[src/assert_macros.svh]
// assertion macros shared by the rtl
// no dependencies
`ifndef ASSERT_MACROS_SVH
`define ASSERT_MACROS_SVH
// implication checked on every rising clock edge outside reset
`define ASSERT_IMPLY(label, clk, rst_n, a, b) \
  label: assert property (@(posedge clk) disable iff (!rst_n) (a) |-> (b)) \
    else $error("assertion failed");
// next-cycle implication
`define ASSERT_NEXT(label, clk, rst_n, a, b) \
  label: assert property (@(posedge clk) disable iff (!rst_n) (a) |=> (b)) \
    else $error("assertion failed");
`endif

[src/spk_pkg.sv]
// constants and types for the speck64/128 bit-serial core
// no dependencies
`timescale 1ns / 1ps
package spk_pkg;
  localparam int unsigned WORD_W   = 32;
  localparam int unsigned ROUNDS   = 27;
  localparam int unsigned BIT_W    = $clog2(WORD_W);
  localparam int unsigned RND_W    = 5;
  localparam int unsigned CFG_IDX_W = 2;
  typedef logic [WORD_W-1:0] word_t;
  typedef enum logic [CFG_IDX_W-1:0] {
    REG_KEY0 = 2'd0,
    REG_KEY1 = 2'd1,
    REG_KEY2 = 2'd2,
    REG_KEY3 = 2'd3
  } cfg_reg_t;
  typedef struct packed {
    logic load;
    logic step;
  } rnd_ctl_t;
endpackage

[src/speck64_128_encrypt_unit.sv]
// speck64/128 encryption core, computed with bit-serial rounds
// depends on spk_pkg, spk_add_serial, assert_macros.svh
//
// channel  ports                               direction
// in       start, busy, in_plain_word_0/1      in (busy is out)
// out      out_valid, out_cipher_word_0/1      out
// cfg      cfg_we, cfg_index, cfg_data         in
//
// a block runs through ROUNDS rounds, each S_ADD then S_MIX, from accept to out_valid
// each round is one add pass over the WORD_W bits of each word through a single bit-serial adder pair
// followed by the rotate-xor in S_MIX; result strobes out_valid for one cycle
// busy drops with out_valid; a new block is taken only while busy is low
// reset clears the control state and the key registers; no stall on the output
`timescale 1ns / 1ps
`include "assert_macros.svh"
module speck64_128_encrypt_unit (
  input  logic                          clk,
  input  logic                          rst_n,
  input  logic                          start,
  output logic                          busy,
  input  spk_pkg::word_t                in_plain_word_0,
  input  spk_pkg::word_t                in_plain_word_1,
  output logic                          out_valid,
  output spk_pkg::word_t                out_cipher_word_0,
  output spk_pkg::word_t                out_cipher_word_1,
  input  logic                          cfg_we,
  input  logic [spk_pkg::CFG_IDX_W-1:0] cfg_index,
  input  spk_pkg::word_t                cfg_data
);
  import spk_pkg::*;

  typedef enum logic [1:0] {S_IDLE, S_ADD, S_MIX} state_t;

  state_t state_r;
  word_t  key_r [4];
  word_t  y_r, k_r, l1_r, l2_r;
  word_t  xs_r, ls_r;
  logic [BIT_W-1:0] bit_r;
  logic [RND_W-1:0] rnd_r;
  logic   out_valid_r;
  word_t  cw0_r, cw1_r;
  logic   sx, sl, add_clr, add_en;
  word_t  x_new, l_new;

  // serial sum: rotr(x,8)+y xor k, low bit first; same for schedule word
  spk_add_serial u_add_x (
    .clk (clk), .clr (add_clr), .en (add_en),
    .a (xs_r[0]), .b (y_r[bit_r]), .k (k_r[bit_r]), .s (sx)
  );
  spk_add_serial u_add_l (
    .clk (clk), .clr (add_clr), .en (add_en),
    .a (ls_r[0]), .b (k_r[bit_r]), .k (bit_r < BIT_W'(RND_W) ? rnd_r[bit_r[2:0]] : 1'b0),
    .s (sl)
  );

  assign add_clr = (state_r != S_ADD);
  assign add_en  = (state_r == S_ADD);
  assign x_new   = {sx, xs_r[WORD_W-1:1]};
  assign l_new   = {sl, ls_r[WORD_W-1:1]};

  always_ff @(posedge clk) begin
    if (!rst_n) begin
      state_r     <= S_IDLE;
      out_valid_r <= 1'b0;
      bit_r       <= '0;
      rnd_r       <= '0;
      key_r       <= '{default: '0};
    end else begin
      if (cfg_we) begin
        key_r[cfg_index] <= cfg_data;
      end
      out_valid_r <= 1'b0;
      unique case (state_r)
        S_IDLE: begin
          if (start) begin
            y_r     <= in_plain_word_1;
            xs_r    <= {in_plain_word_0[7:0], in_plain_word_0[WORD_W-1:8]};
            k_r     <= key_r[REG_KEY0];
            ls_r    <= {key_r[REG_KEY1][7:0], key_r[REG_KEY1][WORD_W-1:8]};
            l1_r    <= key_r[REG_KEY2];
            l2_r    <= key_r[REG_KEY3];
            bit_r   <= '0;
            rnd_r   <= '0;
            state_r <= S_ADD;
          end
        end
        S_ADD: begin
          xs_r  <= x_new;
          ls_r  <= l_new;
          bit_r <= bit_r + 1'b1;
          if (bit_r == BIT_W'(WORD_W-1)) begin
            state_r <= S_MIX;
          end
        end
        S_MIX: begin
          // xs_r / ls_r now hold the new x and new l
          y_r  <= {y_r[WORD_W-4:0], y_r[WORD_W-1:WORD_W-3]} ^ xs_r;
          k_r  <= {k_r[WORD_W-4:0], k_r[WORD_W-1:WORD_W-3]} ^ ls_r;
          l1_r <= l2_r;
          l2_r <= ls_r;
          xs_r <= {xs_r[7:0], xs_r[WORD_W-1:8]};
          ls_r <= {l1_r[7:0], l1_r[WORD_W-1:8]};
          rnd_r <= rnd_r + 1'b1;
          if (rnd_r == RND_W'(ROUNDS-1)) begin
            cw0_r       <= xs_r;
            cw1_r       <= {y_r[WORD_W-4:0], y_r[WORD_W-1:WORD_W-3]} ^ xs_r;
            out_valid_r <= 1'b1;
            rnd_r       <= '0;
            state_r     <= S_IDLE;
          end else begin
            state_r <= S_ADD;
          end
        end
        default: state_r <= S_IDLE;
      endcase
    end
  end

  assign busy              = (state_r != S_IDLE);
  assign out_valid         = out_valid_r;
  assign out_cipher_word_0 = cw0_r;
  assign out_cipher_word_1 = cw1_r;

  `ASSERT_NEXT(a_start_busy, clk, rst_n, start && !busy, busy)
  `ASSERT_IMPLY(a_valid_idle, clk, rst_n, out_valid, !busy)
  `ASSERT_IMPLY(a_rnd_range, clk, rst_n, busy, rnd_r < RND_W'(ROUNDS))
endmodule

[src/spk_add_serial.sv]
// bit-serial add with xor of a second serial stream, carry held between beats
// depends on spk_pkg
`timescale 1ns / 1ps
module spk_add_serial (
  input  logic clk,
  input  logic clr,
  input  logic en,
  input  logic a,
  input  logic b,
  input  logic k,
  output logic s
);
  import spk_pkg::*;
  logic carry_r, carry_nxt;
  assign s         = a ^ b ^ carry_r ^ k;
  assign carry_nxt = (a & b) | (a & carry_r) | (b & carry_r);
  always_ff @(posedge clk) begin
    if (clr) begin
      carry_r <= 1'b0;
    end else if (en) begin
      carry_r <= carry_nxt;
    end
  end
endmodule
[config.mk]
export PLATFORM = sky130hd
export DESIGN_NAME = speck64_128_encrypt_unit
export DESIGN_NICKNAME = d
export VERILOG_FILES = /design/src/spk_pkg.sv /design/src/speck64_128_encrypt_unit.sv /design/src/spk_add_serial.sv
export VERILOG_INCLUDE_DIRS = /design/src /design/src/src
export SDC_FILE = /design/constraint.sdc
export NUM_CORES = 1
export LEC_CHECK = 0
export ABC_CLOCK_PERIOD_IN_PS = 13600
export BUFFER_PORTS_ARGS = -buffer_cell sky130_fd_sc_hd__buf_2
export CORE_ASPECT_RATIO = 1.1
export CORE_UTILIZATION = 55
export DETAILED_ROUTE_END_ITERATION = 7
export GPL_ROUTABILITY_DRIVEN = 0
export PLACE_DENSITY = 0.77
export SLEW_MARGIN = 25
export SYNTH_ARGS = -nofsm -noshare
export SYNTH_HDL_FRONTEND = slang
export SYNTH_SLANG_ARGS = --single-unit
[constraint.sdc]
create_clock -name clk -period 13.6 [get_ports clk]
set_clock_uncertainty 0.2 [all_clocks]
set_input_delay 2.72 -clock clk [delete_from_list [all_inputs] [get_ports clk]]
set_output_delay 2.72 -clock clk [all_outputs]
set_load 0.05 [all_outputs]
==> metrics.md, run 1 <==
| Metric | Value |
|---|---|
| Highest routed layer | `met4` |
| Synth Instances | `1450` |
| Peak supply drop | `0.0921 mV` |
| Utilization after layout | `64.0%` |
| Metal-1 WL | `16.7 mm` |
| Nets | `1683` |
| Post-route setup TNS | `0 ps` |
| First drt pass iteration count | `6` |
| Fillers | `2296` |
| WL/cell | `21.2 µm` |
| Sequential power share | `52.1%` |
| Critical path required time | `13550 ps` |
| Iter 0 DRT Violations | `1414` |
| Max Fclk | `203 MHz` |
| Clk pwr share | `39.1%` |
| Post-Synthesis Net Count | `1562` |
| First-pass GRT wire length | `63.8 mm` |
| WS Path Type | `in2reg` |
| Routed Antenna Nets | `0` |
| Hold buffers post-CTS | `0` |
| Worst r2r src | `state_r[0]$_SDFFE_PN0P_` |
| Final setup viols | `0` |
| Initial antenna violation count | `0` |
| Top_reg_cell synth | `edfxtp_1` |
| Critical path arrival | `4870 ps` |
| Synth async-reset ratio | `0%` |
| Via Count | `11700` |
| Fin. max-slew vios | `0` |
| Final Cell Area | `0.0190 mm²` |
| Final Hold Vio Count | `0` |
| Post-CTS Setup Repair Bufs | `0` |
| Placed inst area | `0.0178 mm²` |
| Setup crit start | `rst_n` |
| HP Class | `reg2reg` |
| Mapped Avg Cell Area | `11.5 µm²` |
| R2R cell count | `6` |
| Starting density of the core | `56.2%` |
| Sink Count | `399` |
| Via-to-Cell Ratio | `5.95` |
| Cts bufs inserted | `39` |
| Main combinational cell family by area after synthesis | `compound AO/OA/AOI/OAI gates` |
| Die extent in y | `185 µm` |
| Minimum clock period after layout | `4920 ps` |
| Proportion of synthesized area in mux cells | `8.93%` |
| Cell variety after synth | `45` |
| Post-route clock period utilization | `36.2%` |
| Outcome | `finished, final reports clean` |
| Synth Area in Compound Gates | `11.0%` |
| Critical Path Sink | `k_r[30]$_DFFE_PP_` |
| Max Cap Violations | `0` |
| Clk buf depth | `3` |
| Dpl hpwl | `25.8 mm` |
| Slew margin rel. | `29.1%` |
| Layout cells sized above 1 | `22.4%` |
| P_int | `2.06 mW` |
| Mapped cell area | `0.0167 mm²` |
| EDFF count, synth | `256` |
| DRC Markers | `0` |
| RSZ-0062 raised after global routing | `no` |
| Die Area | `0.0311 mm²` |
| R2r endpoint | `k_r[30]$_DFFE_PP_` |
| R2R Setup Slk | `9620 ps` |
| CTS tree | `done` |
| Comb power frac | `8.8%` |
| Post-Synth XOR/XNOR Area | `3.41%` |
| Setup WS pre-CTS | `8170 ps` |
| Area Growth Syn to Fin | `14.0%` |
| Post-CTS Resized | `0` |
| Post-Synth Adder-Cell Area | `0.839%` |
| Row cnt | `66` |
| Post-Synth Simple-Gate Area | `9.89%` |
| Leakage | `6.70 nW` |
| Switching pwr | `0.671 mW` |
| DR WL met3 | `3.23 mm` |
| Largest net degree at the start of global routing | `174` |
| CTS clock-pin slew for the worst setup and hold paths | `60 ps` |
| Total track usage | `27.0%` |
| Worst Path Max Fanout | `67` |
| Yosys reg bits | `399` |
| Core Footprint | `0.0297 mm²` |
| Seq/Total Area, Yosys | `63.2%` |
| Sw frac | `24.5%` |
| WL met2 | `20.6 mm` |
| Grt total ovfl | `0` |
| Critical Path End Type | `register` |
| Setup ws final | `8680 ps` |
| Vias in the first global route | `11200` |
| Power Density | `144 mW/mm²` |
| Synthesis warning total | `0` |
| Diodes inserted | `0` |
| Top Ports | `168` |
| Drt total wl | `41.9 mm` |
| Worst Max-Slew Pin Slew | `1060 ps` |
| Htree depth | `2` |
| Startpoint type of the worst setup path | `input pin` |
| Die X | `168 µm` |
| Clk_lat worst skew | `530 ps` |
| Port bufs | `167` |
| Total power | `2.74 mW` |
| Clk root buf | `clkbuf_16` |
[per-layer routing]
| metal | up-vias | global-route usage, % |
|---|---|---|
| met1 | 5655 | 34.9 |
| met4 | 0 | 10.5 |
| met2 | 617 | 46.4 |
| met5 | - | 0 |
| li1 | 5382 | - |
| met3 | 91 | 3.63 |
[worst max-delay path: stages]
cell	delay, ps
buf_2	120
inv_4	180
nor2_4	160
buf_4	740
buf_4	810
[kinds of logic after synthesis]
group | Yosys count
AND/OR/NAND/NOR | 417
flip-flops | 399
AO/OA/AOI/OAI | 323
multiplexers | 123
buffers and inverters | 113
XOR/XNOR | 65
adder cells (fa/ha/maj) | 10
[worst min-delay path by stage]
stage	from	endpoint	slack, ps	cells past startpoint
floorplan	key_r[0]$_SDFFE_PN0P_	key_r[0]$_SDFFE_PN0P_	230	2
global placement	key_r[7]$_SDFFE_PN0P_	key_r[7]$_SDFFE_PN0P_	240	2
detailed placement	key_r[60]$_SDFFE_PN0P_	key_r[60]$_SDFFE_PN0P_	240	2
CTS	key_r[60]$_SDFFE_PN0P_	key_r[60]$_SDFFE_PN0P_	250	2
global route	key_r[98]$_SDFFE_PN0P_	key_r[98]$_SDFFE_PN0P_	270	2
finish	key_r[32]$_SDFFE_PN0P_	key_r[32]$_SDFFE_PN0P_	250	2
[synth_stat cells (5+ instances only)]
library cell / instances / share of area, %
xor2_1: 33 / 1.7
a22oi_1: 67 / 3.0
nor2_1: 117 / 2.6
mux2_2: 99 / 6.7
dfxtp_1: 143 / 17
a21oi_1: 232 / 7.0
ha_1: 8 / 0.60
nand3_1: 6 / 0.18
nor2b_1: 5 / 0.19
clkbuf_1: 87 / 2.0
mux4_2: 7 / 0.94
buf_1: 5 / 0.11
o21ai_0: 9 / 0.27
nand2_1: 270 / 6.1
xnor2_1: 32 / 1.7
inv_1: 13 / 0.29
mux2i_1: 14 / 0.84
edfxtp_1: 256 / 46
[state kept, by name, summed over array words and instances, names as in the netlist]
name               cells
out_cipher_word_0     32
y_r                   32
out_cipher_word_1     32
u_add_l.carry_r        1
bit_r                  5
u_add_x.carry_r        1
out_valid              1
rnd_r                  5
state_r                2
xs_r                  32
k_r                   32
l1_r                  32
l2_r                  32
ls_r                  32
key_r                128
[layout by cell type (no fill, tap or decap), types with 4 or more instances in the layout]
cell type	count
nand2_1	270
nor2b_1	5
mux4_2	7
clkbuf_1	10
xor2_1	33
nor2_4	4
buf_4	10
nor2_1	113
mux2i_1	14
edfxtp_1	256
o21ai_0	9
inv_1	13
xnor2_1	32
a21oi_1	232
buf_2	167
clkbuf_16	39
mux2_2	99
ha_1	5
dfxtp_1	143
clkinv_2	6
clkbuf_8	4
a22oi_1	67
nand3_1	5
[final cells by class]
cell class / instances / area [µm²] / area share [%]
clock buffer: 53 / 1070 / 5.62
clock inverter: 17 / 174 / 0.914
inverter: 14 / 55.1 / 0.289
multi-input combinational: 938 / 5760 / 30.3
sequential: 399 / 10600 / 55.4
tap: 374 / 468 / 2.46
timing repair buffer: 179 / 951 / 5.00
[power groups by stage]
stage,Combinational [mW],Sequential [mW],Clock (mW)
global route,0.263,1.43,1.12
floorplan,0.161,1.43,0
finish,0.240,1.42,1.07
CTS,0.239,1.42,1.08
detailed placement,0.235,1.45,0
global placement,0.227,1.45,0
[through the flow]
| stage | hold slack, ps | instances |
|---|---|---|
| final | 251 | 1974 |
| after global routing | 270 | 1974 |
| after CTS | 253 | 1973 |
| after detailed placement | 244 | 1903 |
| after global placement | 239 | 1903 |
| after floorplan | 234 | 1450 |
Power figures use the tool's default switching activity.
==> run 2: changes to the inputs <==
--- a/config.mk
+++ b/config.mk
@@ -6,7 +6,8 @@
 export SDC_FILE = /design/constraint.sdc
 export NUM_CORES = 1
 export LEC_CHECK = 0
-export ABC_CLOCK_PERIOD_IN_PS = 13600
+export ABC_AREA = 1
+export ABC_CLOCK_PERIOD_IN_PS = 4600
 export BUFFER_PORTS_ARGS = -buffer_cell sky130_fd_sc_hd__buf_2
 export CORE_ASPECT_RATIO = 1.1
 export CORE_UTILIZATION = 55
==> constraint.sdc (replaced) <==
create_clock -name clk -period 4.6 [get_ports clk]
set_clock_uncertainty 0.2 [all_clocks]
set_input_delay 0.92 -clock clk [delete_from_list [all_inputs] [get_ports clk]]
set_output_delay 0.92 -clock clk [all_outputs]
set_load 0.05 [all_outputs]
==> run 2 against run 1 <==
Against the previous run:
- synthesized area is 1.5% higher
- power grew to 4.3 times the previous value
- sequential share of layout area is 0.63 points lower
- largest power group unchanged
- clock-buffer cell count is 2 higher
- cell count is 20% higher
- non-clock buffer count is 7 higher
- largest cell class unchanged
- sequential power grew to 3.9 times the previous value
- synthesized cell count is 24% higher
- highest routed layer unchanged
- setup slack worse by 7400 ps
==> metrics.md, run 2 <==
| Metric | Value |
|---|---|
| HP Class | `reg2reg` |
| Dpl hpwl | `28.1 mm` |
| Post-CTS Setup Repair Bufs | `0` |
| Grt total ovfl | `0` |
| Seq/Total Area, Yosys | `62.3%` |
| Port bufs | `167` |
| Worst Path Max Fanout | `16` |
| Final Cell Area | `0.0192 mm²` |
| Post-Synthesis Net Count | `1910` |
| Outcome | `finished, final reports clean` |
| Post-route clock period utilization | `72.7%` |
| Largest register FFs | `128` |
| Synthesis warning total | `0` |
| Post-route setup TNS | `0 ps` |
| Minimum clock period after layout | `3340 ps` |
| Final setup viols | `0` |
| Drt total wl | `43.4 mm` |
| Hold buffers post-CTS | `0` |
| Comb power frac | `26.7%` |
| CTS tree | `done` |
| Top Ports | `168` |
| DRC Markers | `0` |
| Via-to-Cell Ratio | `5.58` |
| Core Footprint | `0.0304 mm²` |
| CTS clock-pin slew for the worst setup and hold paths | `60 ps` |
| Startpoint type of the worst setup path | `register` |
| First drt pass iteration count | `6` |
| Slew margin rel. | `34.6%` |
| Sequential power share | `47.4%` |
| First-pass GRT wire length | `68.2 mm` |
| Worst Max-Slew Pin Slew | `980 ps` |
| Cell variety after synth | `34` |
| Crit path cell chain | `nand2_2 -> clkinv_2 -> o21ai_0 -> o221ai_1 -> a21oi_1 -> nor3b_1 -> nor2_1 -> fa_1 -> inv_1 -> nand2_1 -> nand3_2 -> a21oi_2` |
| Die extent in y | `186 µm` |
| Row cnt | `67` |
| Clk pwr share | `25.9%` |
| Via Count | `13200` |
| Mapped Avg Cell Area | `9.43 µm²` |
| P_int | `7.64 mW` |
| Largest stage delay on the critical path | `880 ps` |
| Met1 usage | `37.0%` |
| Yosys top cell area share | `45.4%` |
| Placed inst area | `0.0181 mm²` |
| Biggest register | `key_r` |
| Fin. max-slew vios | `0` |
| WL/cell | `18.4 µm` |
| Worst hold slack | `249 ps` |
| Clk root buf | `clkbuf_16` |
| Total power | `11.8 mW` |
| Largest net degree at the start of global routing | `99` |
| Vias in the first global route | `12500` |
| Commonest non-fill, non-tap cell in the layout | `nand2_1` |
| Synth async-reset ratio | `0%` |
| Die X | `169 µm` |
| Mapped cell area | `0.0169 mm²` |
| Yosys top cell by area | `edfxtp_1` |
| Synth Instances | `1798` |
| Critical path required time | `4790 ps` |
| Die Area | `0.0315 mm²` |
| Switching pwr | `4.15 mW` |
| Top Usage Layer GRT | `met2` |
| Area Growth Syn to Fin | `13.6%` |
| Setup WS pre-CTS | `1340 ps` |
| Setup ws final | `1260 ps` |
| Nets | `2037` |
| Clk buf depth | `3` |
| Layout cells sized above 1 | `13.5%` |
| Max Cap Violations | `0` |
| Diodes inserted | `0` |
| Clk_lat worst skew | `530 ps` |
| Iter 0 DRT Violations | `1749` |
| Total track usage | `28.1%` |
| Top_reg_cell synth | `edfxtp_1` |
| Commonest cells post-synth | `nand2_1, nor2_1, edfxtp_1, o21ai_0, a21oi_1` |
| Main area contributors after synthesis | `edfxtp_1, dfxtp_1, nand2_1` |
| Post-CTS Resized | `0` |
| Initial antenna violation count | `0` |
| Critical Path End Type | `register` |
| Sink Count | `399` |
| Final Hold Vio Count | `0` |
| Yosys reg bits | `399` |
| Htree depth | `2` |
| Met2 Use GR | `47.1%` |
| Crit-path slowest cell | `dfxtp_1` |
| RSZ-0062 raised after global routing | `no` |
| WS Path Type | `reg2reg` |
| Top-count cell post-synth | `nand2_1` |
| Power Density | `612 mW/mm²` |
| Cts bufs inserted | `41` |
| Global-route met3 utilization | `4.17%` |
| Routed Antenna Nets | `0` |
| Critical path arrival | `3530 ps` |
| Max Fclk | `299 MHz` |
| Peak supply drop | `0.454 mV` |
| Sw frac | `35.2%` |
| EDFF count, synth | `256` |
| Fillers | `2465` |
| Commonest cells after routing, fill and taps aside | `nand2_1, nor2_1, edfxtp_1` |
| Starting density of the core | `55.7%` |
| Leakage | `7.65 nW` |
-- run 2: cell type report --
class,instances,area [µm²],area share (%)
Tap cell,414,518,2.69
Sequential cell,399,10600,54.8
Multi-Input combinational cell,1205,5640,29.3
Inverter,92,357,1.85
Timing Repair Buffer,186,991,5.15
Clock buffer,55,1080,5.60
Clock inverter,14,116,0.605
-- run 2: metal layers --
metal / routed length [µm] / vias to the layer above
li1: - / 6235
met1: 17600 / 6116
met2: 20500 / 738
met3: 3780 / 114
met4: 1640 / 0
met5: 0 / -
-- run 2: final timing paths --
check / from / end / slack [ps] / cells after the start
setup / recovery: bit_r[1]$_SDFFE_PN0P_ / xs_r[31]$_DFFE_PP_ / 1260 / 12
hold / removal: key_r[21]$_SDFFE_PN0P_ / key_r[21]$_SDFFE_PN0P_ / 250 / 2
setup reg to reg: bit_r[1]$_SDFFE_PN0P_ / xs_r[31]$_DFFE_PP_ / 1260 / 12
hold reg to reg: key_r[21]$_SDFFE_PN0P_ / key_r[21]$_SDFFE_PN0P_ / 250 / 2
-- run 2: critical path, delay by kind of cell (launching register included) --
kind / cells / cell delay, ps
AOI/OAI and AO/OA: 4 / 580
adders and majority gates: 1 / 530
DFF: 1 / 880
and+or+nand+nor: 5 / 730
buffers and inverters: 2 / 280
-- run 2: logic make-up (layout without fill, tap and decap cells) --
| group | after synthesis | count (layout) | share of synthesized area (%) |
|---|---|---|---|
| AOI/OAI and AO/OA | 401 | 401 | 12.0 |
| xor gates and xnor gates | 67 | 67 | 3.46 |
| adders and majority gates | 10 | 10 | 0.827 |
| buffers and inverters | 194 | 347 | 4.82 |
| DFF | 399 | 399 | 62.3 |
| and+or+nand+nor | 727 | 727 | 16.6 |
-- run 2: power by group through the flow --
stage / combinational, mW / sequential, mW / clock (mW)
final: 3.15 / 5.58 / 3.06
after global routing: 3.50 / 5.63 / 3.24
after CTS: 3.12 / 5.56 / 3.09
after detailed placement: 3.09 / 5.63 / 0
after global placement: 3.00 / 5.62 / 0
after floorplan: 2.33 / 5.33 / 0
-- run 2: per-stage QoR --
| stage | utilization, % | std cells |
|---|---|---|
| 2_1_floorplan | - | 1798 |
| 3_3_place_gp | 59.3 | 2296 |
| 3_5_place_dp | 59.3 | 2296 |
| 4_1_cts | 63.3 | 2365 |
| 5_1_grt | 63.3 | 2365 |
| 6_report | 63.3 | 2365 |
